File: src/design/periodic_task_scheduler_core_macros.svh
// assertion macros for the periodic task scheduler core
`ifndef PERIODIC_TASK_SCHEDULER_CORE_MACROS_SVH
`define PERIODIC_TASK_SCHEDULER_CORE_MACROS_SVH

// same-cycle implication, checked out of reset
`define PTS_ASSERT_NOW(label, ante, cons) \
  label: assert property (@(posedge clk) disable iff (!rst_n) (ante) |-> (cons)) \
    else $error("pts assertion failed");

// next-cycle implication, checked out of reset
`define PTS_ASSERT_NEXT(label, ante, cons) \
  label: assert property (@(posedge clk) disable iff (!rst_n) (ante) |=> (cons)) \
    else $error("pts assertion failed");

`endif

File: src/design/pts_pkg.sv
// package for the periodic task scheduler core: sizes, codes and request types
`default_nettype none
package pts_pkg;

  localparam int TBL_DEPTH   = 16;
  localparam int MAX_RESULTS = 16;

  localparam int IDX_W  = (TBL_DEPTH > 1) ? $clog2(TBL_DEPTH) : 1;
  localparam int CNT_W  = $clog2(TBL_DEPTH + 1);
  localparam int NRES_W = $clog2(MAX_RESULTS + 1);
  localparam int ENT_W  = 64;

  localparam int CFG_AW = 2;
  localparam int CFG_DW = 32;
  localparam int LIM_W  = 5;
  localparam logic [LIM_W-1:0] LIMIT_RESET = 5'd16;
  localparam int REG_TASK_LIMIT = 0;

  localparam logic [2:0] FUNC_TICK  = 3'd0;
  localparam logic [2:0] FUNC_BIND  = 3'd1;
  localparam logic [2:0] FUNC_START = 3'd2;
  localparam logic [2:0] FUNC_STOP  = 3'd3;
  localparam logic [2:0] FUNC_POLL  = 3'd4;

  localparam logic [1:0] ST_OK     = 2'd0;
  localparam logic [1:0] ST_FULL   = 2'd1;
  localparam logic [1:0] ST_BAD_ID = 2'd2;

  typedef struct packed {
    logic [2:0]  func;
    logic [4:0]  task_id;
    logic [31:0] period;
    logic        enable;
  } pts_req_t;

  typedef struct packed {
    logic [1:0] status;
    logic [3:0] result_task;
    logic       fired;
    logic       last;
  } pts_rsp_t;

endpackage
`default_nettype wire

File: src/design/pts_ram.sv
// generic single-write, single-read synchronous ram with registered read data
`default_nettype none
module pts_ram #(
  parameter int WIDTH  = 64,
  parameter int DEPTH  = 16,
  parameter int ADDR_W = (DEPTH > 1) ? $clog2(DEPTH) : 1
) (
  input  wire logic              clk,
  input  wire logic              we,
  input  wire logic [ADDR_W-1:0] waddr,
  input  wire logic [WIDTH-1:0]  wdata,
  input  wire logic [ADDR_W-1:0] raddr,
  output logic      [WIDTH-1:0]  rdata
);

  logic [WIDTH-1:0] mem [DEPTH];

  always_ff @(posedge clk) begin
    if (we) begin
      mem[waddr] <= wdata;
    end
    rdata <= mem[raddr];
  end

endmodule
`default_nettype wire

File: src/design/pts_cfg.sv
// apb-style configuration register block holding the task limit
`default_nettype none
module pts_cfg
  import pts_pkg::*;
(
  input  wire logic              clk,
  input  wire logic              rst_n,
  input  wire logic              psel,
  input  wire logic              penable,
  input  wire logic              pwrite,
  input  wire logic [CFG_AW-1:0] paddr,
  input  wire logic [CFG_DW-1:0] pwdata,
  output logic      [CFG_DW-1:0] prdata,
  output logic                   pready,
  output logic      [LIM_W-1:0]  task_limit
);

  logic [LIM_W-1:0] limit_r;
  logic [LIM_W-1:0] limit_nxt;
  logic             sel_limit;
  logic             wr_en;

  assign sel_limit = (32'(paddr >> 2) == REG_TASK_LIMIT);
  assign wr_en     = psel && penable && pwrite;

  always_comb begin
    limit_nxt = limit_r;
    if (wr_en && sel_limit) begin
      limit_nxt = pwdata[LIM_W-1:0];
    end
  end

  always_ff @(posedge clk) begin
    if (!rst_n) begin
      limit_r <= LIMIT_RESET;
    end else begin
      limit_r <= limit_nxt;
    end
  end

  assign prdata     = sel_limit ? CFG_DW'(limit_r) : '0;
  assign pready     = 1'b1;
  assign task_limit = limit_r;

endmodule
`default_nettype wire

File: src/design/periodic_task_scheduler_core.sv
// periodic task scheduler core: command sequencer around the task table ram
//
//  channel   signals                          transfer
//  request   start, busy, in_req              start high while busy low
//  result    out_strobe, out_rsp              one-cycle strobe per result, no back-pressure
//  config    psel, penable, pwrite, paddr...  apb access phase, pready tied high
//
// tick, bind, stop, bad ids, start on an enabled task and poll of an empty table: result in the
//   cycle after accept, busy stays low
// start on a disabled task: busy in the S_START state for the period read-modify-write
// poll: busy through the S_POLL walk and S_FIN, one table entry read per cycle through the ram
//   port, last result in the same cycle that busy drops
// reset is synchronous; no clearing pass, per-entry written bits make unwritten entries
//   read as zero
`default_nettype none
module periodic_task_scheduler_core
  import pts_pkg::*;
(
  input  wire logic              clk,
  input  wire logic              rst_n,
  input  wire logic              start,
  output logic                   busy,
  input  wire pts_req_t          in_req,
  output logic                   out_strobe,
  output pts_rsp_t               out_rsp,
  input  wire logic              psel,
  input  wire logic              penable,
  input  wire logic              pwrite,
  input  wire logic [CFG_AW-1:0] paddr,
  input  wire logic [CFG_DW-1:0] pwdata,
  output logic      [CFG_DW-1:0] prdata,
  output logic                   pready
);

  `include "periodic_task_scheduler_core_macros.svh"

  localparam logic [1:0] S_IDLE  = 2'd0;
  localparam logic [1:0] S_START = 2'd1;
  localparam logic [1:0] S_POLL  = 2'd2;
  localparam logic [1:0] S_FIN   = 2'd3;

  logic [1:0]           state_r,     state_nxt;
  logic [31:0]          tick_r,      tick_nxt;
  logic [CNT_W-1:0]     bound_r,     bound_nxt;
  logic [TBL_DEPTH-1:0] en_r,        en_nxt;
  logic [TBL_DEPTH-1:0] vld_r,       vld_nxt;
  logic [IDX_W-1:0]     eval_idx_r,  eval_idx_nxt;
  logic [NRES_W-1:0]    fire_cnt_r,  fire_cnt_nxt;
  logic [IDX_W-1:0]     pend_idx_r,  pend_idx_nxt;
  logic                 pend_vld_r,  pend_vld_nxt;
  logic                 out_strobe_r, out_strobe_nxt;
  pts_rsp_t             out_rsp_r,   out_rsp_nxt;

  logic [LIM_W-1:0] task_limit;
  logic             req_fire;
  logic [IDX_W-1:0] in_idx;
  logic             id_bad;
  logic             table_full;

  logic             ram_we;
  logic [IDX_W-1:0] ram_waddr;
  logic [ENT_W-1:0] ram_wdata;
  logic [IDX_W-1:0] ram_raddr;
  logic [ENT_W-1:0] ram_rdata;

  logic [31:0] ent_period;
  logic [31:0] ent_last;
  logic [31:0] elapsed;
  logic        due;
  logic        walk_end;

  pts_cfg u_cfg (
    .clk        (clk),
    .rst_n      (rst_n),
    .psel       (psel),
    .penable    (penable),
    .pwrite     (pwrite),
    .paddr      (paddr),
    .pwdata     (pwdata),
    .prdata     (prdata),
    .pready     (pready),
    .task_limit (task_limit)
  );

  pts_ram #(
    .WIDTH (ENT_W),
    .DEPTH (TBL_DEPTH)
  ) u_table (
    .clk   (clk),
    .we    (ram_we),
    .waddr (ram_waddr),
    .wdata (ram_wdata),
    .raddr (ram_raddr),
    .rdata (ram_rdata)
  );

  assign busy     = (state_r != S_IDLE);
  assign req_fire = start && !busy;
  assign in_idx   = IDX_W'(in_req.task_id);

  assign id_bad     = (32'(in_req.task_id) >= 32'(task_limit)) ||
                      (32'(in_req.task_id) >= 32'(TBL_DEPTH));
  assign table_full = (32'(bound_r) >= 32'(task_limit)) ||
                      (32'(bound_r) >= 32'(TBL_DEPTH));

  // unwritten entries read as zero
  assign ent_period = vld_r[eval_idx_r] ? ram_rdata[63:32] : '0;
  assign ent_last   = vld_r[eval_idx_r] ? ram_rdata[31:0]  : '0;
  assign elapsed    = tick_r - ent_last;
  assign due        = en_r[eval_idx_r] && (elapsed >= ent_period) &&
                      (32'(fire_cnt_r) < 32'(MAX_RESULTS));
  assign walk_end   = ((32'(eval_idx_r) + 32'd1) >= 32'(bound_r)) ||
                      (due && ((32'(fire_cnt_r) + 32'd1) >= 32'(MAX_RESULTS)));

  always_comb begin
    state_nxt      = state_r;
    tick_nxt       = tick_r;
    bound_nxt      = bound_r;
    en_nxt         = en_r;
    vld_nxt        = vld_r;
    eval_idx_nxt   = eval_idx_r;
    fire_cnt_nxt   = fire_cnt_r;
    pend_idx_nxt   = pend_idx_r;
    pend_vld_nxt   = pend_vld_r;
    out_strobe_nxt = 1'b0;
    out_rsp_nxt    = '{status: ST_OK, result_task: '0, fired: 1'b0, last: 1'b1};
    ram_we         = 1'b0;
    ram_waddr      = eval_idx_r;
    ram_wdata      = '0;
    ram_raddr      = in_idx;

    unique case (state_r)
      S_IDLE: begin
        if (req_fire) begin
          case (in_req.func)
            FUNC_TICK: begin
              tick_nxt       = tick_r + 32'd1;
              out_strobe_nxt = 1'b1;
            end
            FUNC_BIND: begin
              out_strobe_nxt = 1'b1;
              if (table_full) begin
                out_rsp_nxt.status = ST_FULL;
              end else begin
                ram_we                 = 1'b1;
                ram_waddr              = IDX_W'(bound_r);
                ram_wdata              = {in_req.period, tick_r - in_req.period};
                vld_nxt[IDX_W'(bound_r)] = 1'b1;
                en_nxt[IDX_W'(bound_r)]  = in_req.enable;
                bound_nxt              = bound_r + CNT_W'(1);
                out_rsp_nxt.result_task = 4'(bound_r);
              end
            end
            FUNC_START: begin
              if (id_bad) begin
                out_strobe_nxt     = 1'b1;
                out_rsp_nxt.status = ST_BAD_ID;
              end else if (en_r[in_idx]) begin
                out_strobe_nxt = 1'b1;
              end else begin
                eval_idx_nxt = in_idx;
                state_nxt    = S_START;
              end
            end
            FUNC_STOP: begin
              out_strobe_nxt = 1'b1;
              if (id_bad) begin
                out_rsp_nxt.status = ST_BAD_ID;
              end else begin
                en_nxt[in_idx] = 1'b0;
              end
            end
            FUNC_POLL: begin
              if (bound_r == '0) begin
                out_strobe_nxt = 1'b1;
              end else begin
                ram_raddr    = '0;
                eval_idx_nxt = '0;
                fire_cnt_nxt = '0;
                pend_vld_nxt = 1'b0;
                state_nxt    = S_POLL;
              end
            end
            default: begin
            end
          endcase
        end
      end
      S_START: begin
        ram_we                 = 1'b1;
        ram_wdata              = {ent_period, tick_r - ent_period};
        vld_nxt[eval_idx_r]    = 1'b1;
        en_nxt[eval_idx_r]     = 1'b1;
        out_strobe_nxt         = 1'b1;
        state_nxt              = S_IDLE;
      end
      S_POLL: begin
        // read of the next entry overlaps the write-back of this one
        ram_raddr = eval_idx_r + IDX_W'(1);
        if (due) begin
          ram_we       = 1'b1;
          ram_wdata    = {ent_period, tick_r};
          fire_cnt_nxt = fire_cnt_r + NRES_W'(1);
          pend_idx_nxt = eval_idx_r;
          pend_vld_nxt = 1'b1;
          if (pend_vld_r) begin
            out_strobe_nxt = 1'b1;
            out_rsp_nxt    = '{status: ST_OK, result_task: 4'(pend_idx_r),
                               fired: 1'b1, last: 1'b0};
          end
        end
        eval_idx_nxt = eval_idx_r + IDX_W'(1);
        if (walk_end) begin
          state_nxt = S_FIN;
        end
      end
      S_FIN: begin
        out_strobe_nxt = 1'b1;
        if (pend_vld_r) begin
          out_rsp_nxt = '{status: ST_OK, result_task: 4'(pend_idx_r),
                          fired: 1'b1, last: 1'b1};
        end
        state_nxt = S_IDLE;
      end
      default: begin
        state_nxt = S_IDLE;
      end
    endcase
  end

  always_ff @(posedge clk) begin
    if (!rst_n) begin
      state_r      <= S_IDLE;
      tick_r       <= '0;
      bound_r      <= '0;
      en_r         <= '0;
      vld_r        <= '0;
      pend_vld_r   <= 1'b0;
      fire_cnt_r   <= '0;
      out_strobe_r <= 1'b0;
    end else begin
      state_r      <= state_nxt;
      tick_r       <= tick_nxt;
      bound_r      <= bound_nxt;
      en_r         <= en_nxt;
      vld_r        <= vld_nxt;
      pend_vld_r   <= pend_vld_nxt;
      fire_cnt_r   <= fire_cnt_nxt;
      out_strobe_r <= out_strobe_nxt;
    end
  end

  always_ff @(posedge clk) begin
    eval_idx_r <= eval_idx_nxt;
    pend_idx_r <= pend_idx_nxt;
    out_rsp_r  <= out_rsp_nxt;
  end

  assign out_strobe = out_strobe_r;
  assign out_rsp    = out_rsp_r;

  `PTS_ASSERT_NOW(a_fired_ok, out_strobe && out_rsp.fired, out_rsp.status == ST_OK)
  `PTS_ASSERT_NOW(a_bound_range, 1'b1, 32'(bound_r) <= 32'(TBL_DEPTH))
  `PTS_ASSERT_NOW(a_enabled_written, 1'b1, (en_r & ~vld_r) == '0)
  `PTS_ASSERT_NEXT(a_tick_result, req_fire && (in_req.func == FUNC_TICK),
                   out_strobe && out_rsp.last)

endmodule
`default_nettype wire
File: config.mk
export PLATFORM = sky130hd
export DESIGN_NAME = periodic_task_scheduler_core
export DESIGN_NICKNAME = d
export VERILOG_FILES = /design/src/design/pts_pkg.sv /design/src/design/pts_ram.sv /design/src/design/pts_cfg.sv /design/src/design/periodic_task_scheduler_core.sv
export VERILOG_INCLUDE_DIRS = /design/src /design/src/design
export SDC_FILE = /design/constraint.sdc
export NUM_CORES = 2
export LEC_CHECK = 0
export ABC_AREA = 0
export BUFFER_PORTS_ARGS = -buffer_cell sky130_fd_sc_hd__buf_2
export CAP_MARGIN = 5
export CORE_ASPECT_RATIO = 1.75
export CORE_MARGIN = 8
export CORE_UTILIZATION = 35
export CTS_BUF_LIST = sky130_fd_sc_hd__clkbuf_16
export DETAILED_ROUTE_END_ITERATION = 6
export GPL_TIMING_DRIVEN = 0
export MAX_ROUTING_LAYER = met4
export PLACE_DENSITY = 0.6
export SLEW_MARGIN = 40
export SYNTH_ARGS = -nofsm -noshare
export SYNTH_HDL_FRONTEND = slang
export SYNTH_SLANG_ARGS = --single-unit
export TNS_END_PERCENT = 30
File: constraint.sdc
create_clock -name clk -period 11.2 [get_ports clk]
set_input_delay 1.68 -clock clk [delete_from_list [all_inputs] [get_ports clk]]
set_output_delay 1.68 -clock clk [all_outputs]
set_load 0.01 [all_outputs]
Word-level counts from Yosys, hierarchy flattened --
Memory sizes are Yosys's and may differ from the RTL's. A register that Yosys moved wholly into a read port is not among the register bits. Index checks and enable logic that the tools add are counted.
Operators by class: multipliers 0, add/subtract/negate cells 9, divide/modulo/power cells 0, reduce and logical (&&, ||, !) cells 30, muxes and demuxes 86, equality and inequality tests 21, magnitude comparators 14, shift operators 0, bitwise operators 6
Operators with widths (number):
- two-way mux 64 bit | 4
- one-hot mux 64 bit (3 select lines) | 1
- two-way mux 16 bit | 6
- one-hot mux 16 bit (2 select lines) | 3
- subtractor 32 bit | 3
- two-way mux 32 bit | 2
- two-way mux 4 bit | 13
- bitwise OR 16 bit | 3
- adder 32 x 1 -> 32 bit, second input constant | 1
- >= comparator 32 bit | 1
- two-way mux 6 bit | 4
- one-hot mux 4 bit (2 select lines) | 3
- two-way mux 1 bit | 23
- two-way mux 5 bit | 4
- one-hot mux 6 bit (3 select lines) | 1
- bitwise AND 16 bit | 1
- bitwise mux 16 bit | 1
- inverter 16 bit | 1
- >= comparator 5 bit | 3
- < comparator 4 x 5 -> 1 bit, second input constant | 3
- inequality test 3 bit, second input constant | 5
- binary-select mux 1 bit (select 4 bit) | 3
- demux 1 bit (select 4 bit) | 3
- >= comparator 4 x 1 -> 1 bit, second input constant | 3
- other kinds (36) | 71
Storage, ports and cells: input bits 81, memories 1, register bits after elaboration 99, output and inout port bits 43, logic and storage cells 182, bits in writable memories 1024, bits in read-only memories 0, latch bits 0
Memory list:
- u_table.mem | words 16, width 64, read ports 1, clocked after Yosys merged registers in 1, wr ports 1, RTL line pts_ram.sv:16 | logic [WIDTH-1:0] mem [DEPTH];

Longest topological paths before layout --
word-level depth 11, depth in mapped cells 31, gate-level depth less buffers 26

Hierarchy --
A second synthesis with hierarchy kept.
Second synthesis, totals: cells, all modules 3279, area, all modules 51697.1 µm²
Modules (own cells, without submodules):
- pts_ram | area an instance 39581.7 µm², times used 1, cells each 1647, seq. area each 32030.7 µm²
- periodic_task_scheduler_core | area an instance 11651.2 µm², times used 1, cells each 1574, seq. area each 1961.9 µm²
- pts_cfg | area an instance 464.2 µm², times used 1, cells each 58, seq. area each 100.1 µm²

Worst setup path after synthesis --
Ideal clock, no wire load.
path type register to register, start register eval_idx_r[0], end memory u_table.mem[10][0], enable pin, path buffers 4, library setup time 507 ps, required time 10693 ps, data arrival time 9130 ps, period minus slack after synthesis 9637 ps, path slack 1563 ps, cell stages (with the launch flop) 29, cell sequence edfxtp_1 > buf_6 > mux4_2 > mux4_2 > clkbuf_1 > buf_1 > nand2_1 > ha_1 > nor2b_1 > o31a_1 > or4_1 > a211oi_1 > nor4_1 > nor2_1 > o21ai_0 > a2111o_1 > o311ai_0 > ha_1 > nand4_1 > nor2_1 > and3_1 > nand4_1 > nor2_1 > o31a_1 > o21ai_4 > inv_2 > buf_2 > o211ai_1 > a21oi_1
On the way: word-level cells in the longest chain between the ends 11, elaborated cells on any way between the ends 18, classes of those cells 1 x add/sub; 1 x order compare; 14 x mux; 2 x reduce/logical
RTL lines:
- from (decl) | RTL line periodic_task_scheduler_core.sv:47 | logic [IDX_W-1:0] eval_idx_r, eval_idx_nxt;
- from (signal assigned) | RTL line periodic_task_scheduler_core.sv:254 | eval_idx_r <= eval_idx_nxt;
- binary-select mux 1 bit (select 4 bit) | RTL line periodic_task_scheduler_core.sv:107, periodic_task_scheduler_core.sv:108
- two-way mux 1 bit (implied by the code) | RTL line periodic_task_scheduler_core.sv:107, periodic_task_scheduler_core.sv:108
- two-way mux 32 bit | RTL line periodic_task_scheduler_core.sv:108 | assign ent_last = vld_r[eval_idx_r] ? ram_rdata[31:0] : '0;
- subtractor 32 bit | RTL line periodic_task_scheduler_core.sv:109 | assign elapsed = tick_r - ent_last;
- >= comparator 32 bit | RTL line periodic_task_scheduler_core.sv:110 | assign due = en_r[eval_idx_r] && (elapsed >= ent_period) &&
- logical AND 1 bit (2 in series) | RTL line periodic_task_scheduler_core.sv:110
- two-way mux 1 bit | RTL line periodic_task_scheduler_core.sv:200 | if (due) begin
- one-hot mux 1 bit (3 select lines) | RTL line periodic_task_scheduler_core.sv:132 | unique case (state_r)
- two-way mux 1 bit | RTL line pts_ram.sv:19 | if (we) begin
- two-way mux 1 bit (implied by the code) | RTL line pts_ram.sv:20 | mem[waddr] <= wdata;
- to (decl) | RTL line pts_ram.sv:16
Parallel ways exist; a longest one is shown, timed or not. The select of a mux whose other input is x is not followed.

Worst setup path in the final report --
start register eval_idx_r[0], end memory u_table.mem[2][1], enable pin
The elaborated chain is that of the path after synthesis.

==> results.json <==
{
  "tightest_slew_ns": 0.901,
  "seq_area_sq_mm": 0.0341,
  "ys_ff_latch": 1187,
  "detail_route.wl_per_cell_um": 28.6,
  "clk_pin_slew_ns": 0.07,
  "slowest_delay_ns": 0.62,
  "synthCells": 4660,
  "rsz0062_at_grt": "false",
  "met1_usage_pct": 23.9,
  "grt_use_met2_pct": 42.5,
  "total_leakage_power_nw": 23.1,
  "worstSetupStartpointType": "flop",
  "yosys-top-cells-count": "nand2_1 (1,205), edfxtp_1 (1,032), nand3_1 (313)",
  "cts.htree.levels": 3,
  "netlist_top_cells_area": "edfxtp_1 (58%), nand2_1 (8.4%), dfxtp_1 (5.8%), ha_1 (3.5%), a311oi_1 (3.1%)",
  "max-vdd-ir-drop_mv": 0.145,
  "clock_path_buffers": 3,
  "finalCriticalPeriod_ns": 10.81,
  "drive_gt1_share_pct": 12.4,
  "ys_warn_count": 0,
  "grt_pass1_wl_um": 285000,
  "rows": 190,
  "dp_hpwl_um": 154000,
  "status": "finished clean",
  "drcViolationCount": 0,
  "hold_path_class": "flop to flop",
  "final-hold-violation-count": 0,
  "synthArstFlopShare_pct": 0,
  "synth_cell_types": 81,
  "setup_violations": 0,
  "synth_most_common_cell": "nand2_1",
  "fillers": 14500,
  "gp_congestion": 1.02,
  "path_class": "flop to flop",
  "synth_area_sq_mm": 0.0536,
  "fin_skew_ns": 0.0559,
  "via_per_inst": 5.69,
  "synth-edff-count": 1032,
  "io_buffers": 64,
  "worstHoldStart": "eval_idx_r[2]",
  "final_nets": 5206,
  "synth-seq-area-share_pct": 63.6,
  "worst_slack_ns": 0.387,
  "required_ns": 11.63,
  "cts_tree": "yes",
  "grt_pass1_vias": 40500,
  "design.die.area_sq_mm": 0.166,
  "drtAntennaViolNets": 0,
  "slew_headroom_pct": 39.9,
  "worstPathMaxFanout": 15,
  "grt_max_degree": 17,
  "drv_cap": 0,
  "clock_latency_ns": 0.78,
  "io_pins": 124,
  "gr-total-overflow": 0,
  "placedCellCount": 6872,
  "grt_antenna_before_repair": 10,
  "pre_cts_slack_ns": 0.0737,
  "worstSetupEndpointType": "flop",
  "areaGrowthSynthToFinish_pct": 16.4,
  "post-route-period-util_pct": 96.5,
  "crit_start": "eval_idx_r[0]",
  "start_util_pct": 35.1,
  "initialDrtViolationCount": 3852,
  "r2r_start": "eval_idx_r[0]",
  "core-area_sq_mm": 0.153,
  "vias": 40300,
  "syn_area_per_cell_sq_um": 11.5,
  "finalNonFillerCells": 7084,
  "clockRootBuffer": "clkbuf_16",
  "cp.arrival_ns": 11.25,
  "finish.utilization_pct": 40.8,
  "fp.dieH_um": 534,
  "drt-total-wl_um": 203000,
  "fmax_ghz": 0.0925,
  "cts_buffers": 106,
  "dr.pass1.iters": 6,
  "p_per_area_mw_per_mm2": 148,
  "cpMaxStageDelayCell": "edfxtp_1",
  "synth_flop_cell": "edfxtp_1",
  "yosysTopAreaCellShare_pct": 57.9,
  "clock_sinks": 1187,
  "synth_area_leader_cell": "edfxtp_1",
  "busiest_layer": "met2",
  "gr-usage-met3_pct": 3.84,
  "drv_slew": 0,
  "grtUsageTotal_pct": 24.2,
  "multi_input_area_sq_mm": 0.0184,
  "fp.dieW_um": 312,
  "tns_ns": 0
}
## worst max-delay path: cells and delay by family (launching register included)
family / cells / cell delay (ns)
adders and majority gates: 3 / 0.92
xor gates and xnor gates: 1 / 0.17
muxes: 2 / 0.60
buffers and inverters: 10 / 3.16
and+or+nand+nor: 9 / 2.09
AOI/OAI and AO/OA: 9 / 2.82
DFF: 1 / 0.62
## path summary, 6_finish.rpt
check / endpoint / slack [ns] / depth (start not counted)
worst min register to register: pend_idx_r[2] / 0.45 / 0
worst min-delay path: pend_idx_r[2] / 0.45 / 0
worst max-delay path: u_table.mem[2][1] / 0.39 / 34
worst max register to register: u_table.mem[2][1] / 0.39 / 34
## sequential cells by signal, summed over array words and instances (netlist names)
| register | count |
|---|---|
| en_r | 16 |
| tick_r | 32 |
| out_rsp | 8 |
| out_strobe | 1 |
| eval_idx_r | 4 |
| fire_cnt_r | 5 |
| u_table.rdata | 64 |
| bound_r | 5 |
| u_cfg.task_limit | 5 |
| pend_idx_r | 4 |
| pend_vld_r | 1 |
| state_r | 2 |
| vld_r | 16 |
| u_table.mem | 1024 |
## metal layers
metal,part of all wire [%],up-vias,wire (um)
met4,9.2,0,18600
met2,51,1849,104000
li1,-,17800,-
met1,33,19900,67200
met5,0,-,0
met3,6.4,680,13000
## report_power, final
part           internal [mW]  switching (mW)  leakage (nW)
clock network           2.04            1.74          1.78
logic                  0.173           0.500          9.32
registers               4.79          0.0136          12.0
total                   7.00            2.25          23.1
## metrics by stage
step / power (mW) / instance area, sq um / hold WS [ns]
after floorplan: 5.24 / 53700 / 0.387
after global placement: 5.54 / 56500 / 0.432
after CTS: 9.27 / 62200 / 0.449
after detailed placement: 5.56 / 58700 / 0.434
final: 9.25 / 62300 / 0.453
after global routing: 9.47 / 62300 / 0.468
## layout by cell type, fill, tap and decap left out, types with 30 or more instances in the layout
cell type / count
ha_1: 150
clkbuf_1: 125
buf_2: 151
a31oi_1: 77
clkbuf_2: 45
nor3_1: 35
nor2_1: 122
o22ai_2: 30
nand2_1: 1205
a311oi_1: 192
xnor2_1: 54
a21oi_1: 204
buf_4: 50
clkbuf_16: 109
xor2_1: 57
edfxtp_1: 1032
o21a_1: 31
buf_8: 82
inv_1: 97
dfxtp_1: 155
a21o_1: 56
o21ai_0: 73
and3_1: 150
nand3_1: 312
## area by class of cell
cell class,instances,share of cell area [%]
clock buffer,109,4.38
clock inverter,90,1.30
sequential,1187,54.7
inverter,83,0.500
multi-input combinational,3102,29.5
tap,2016,4.05
timing repair buffer,178,3.05
buffer,314,2.55
antenna,5,0.0201
## what timing repair did
item / in CTS / in global routing
gates resized for setup: 0 / 3
pin swaps: 1 / 0
setup buffers: 2 / 0
hold buffers: 0 / 0
setup endpoints to repair: 14 / 172
## kinds of logic (layout without fill, tap and decap cells)
group / count (synthesis) / count (layout) / share of synthesized area (%)
other: 2 / 33 / 0.0140
muxes: 27 / 27 / 0.876
adders and majority gates: 153 / 153 / 3.62
AOI/OAI and AO/OA: 855 / 855 / 11.0
xor gates and xnor gates: 111 / 111 / 1.81
DFF: 1187 / 1187 / 63.6
buffers and inverters: 397 / 774 / 3.45
and+or+nand+nor: 1928 / 1928 / 15.6
Note: power is estimated with default switching activity, not from simulation.
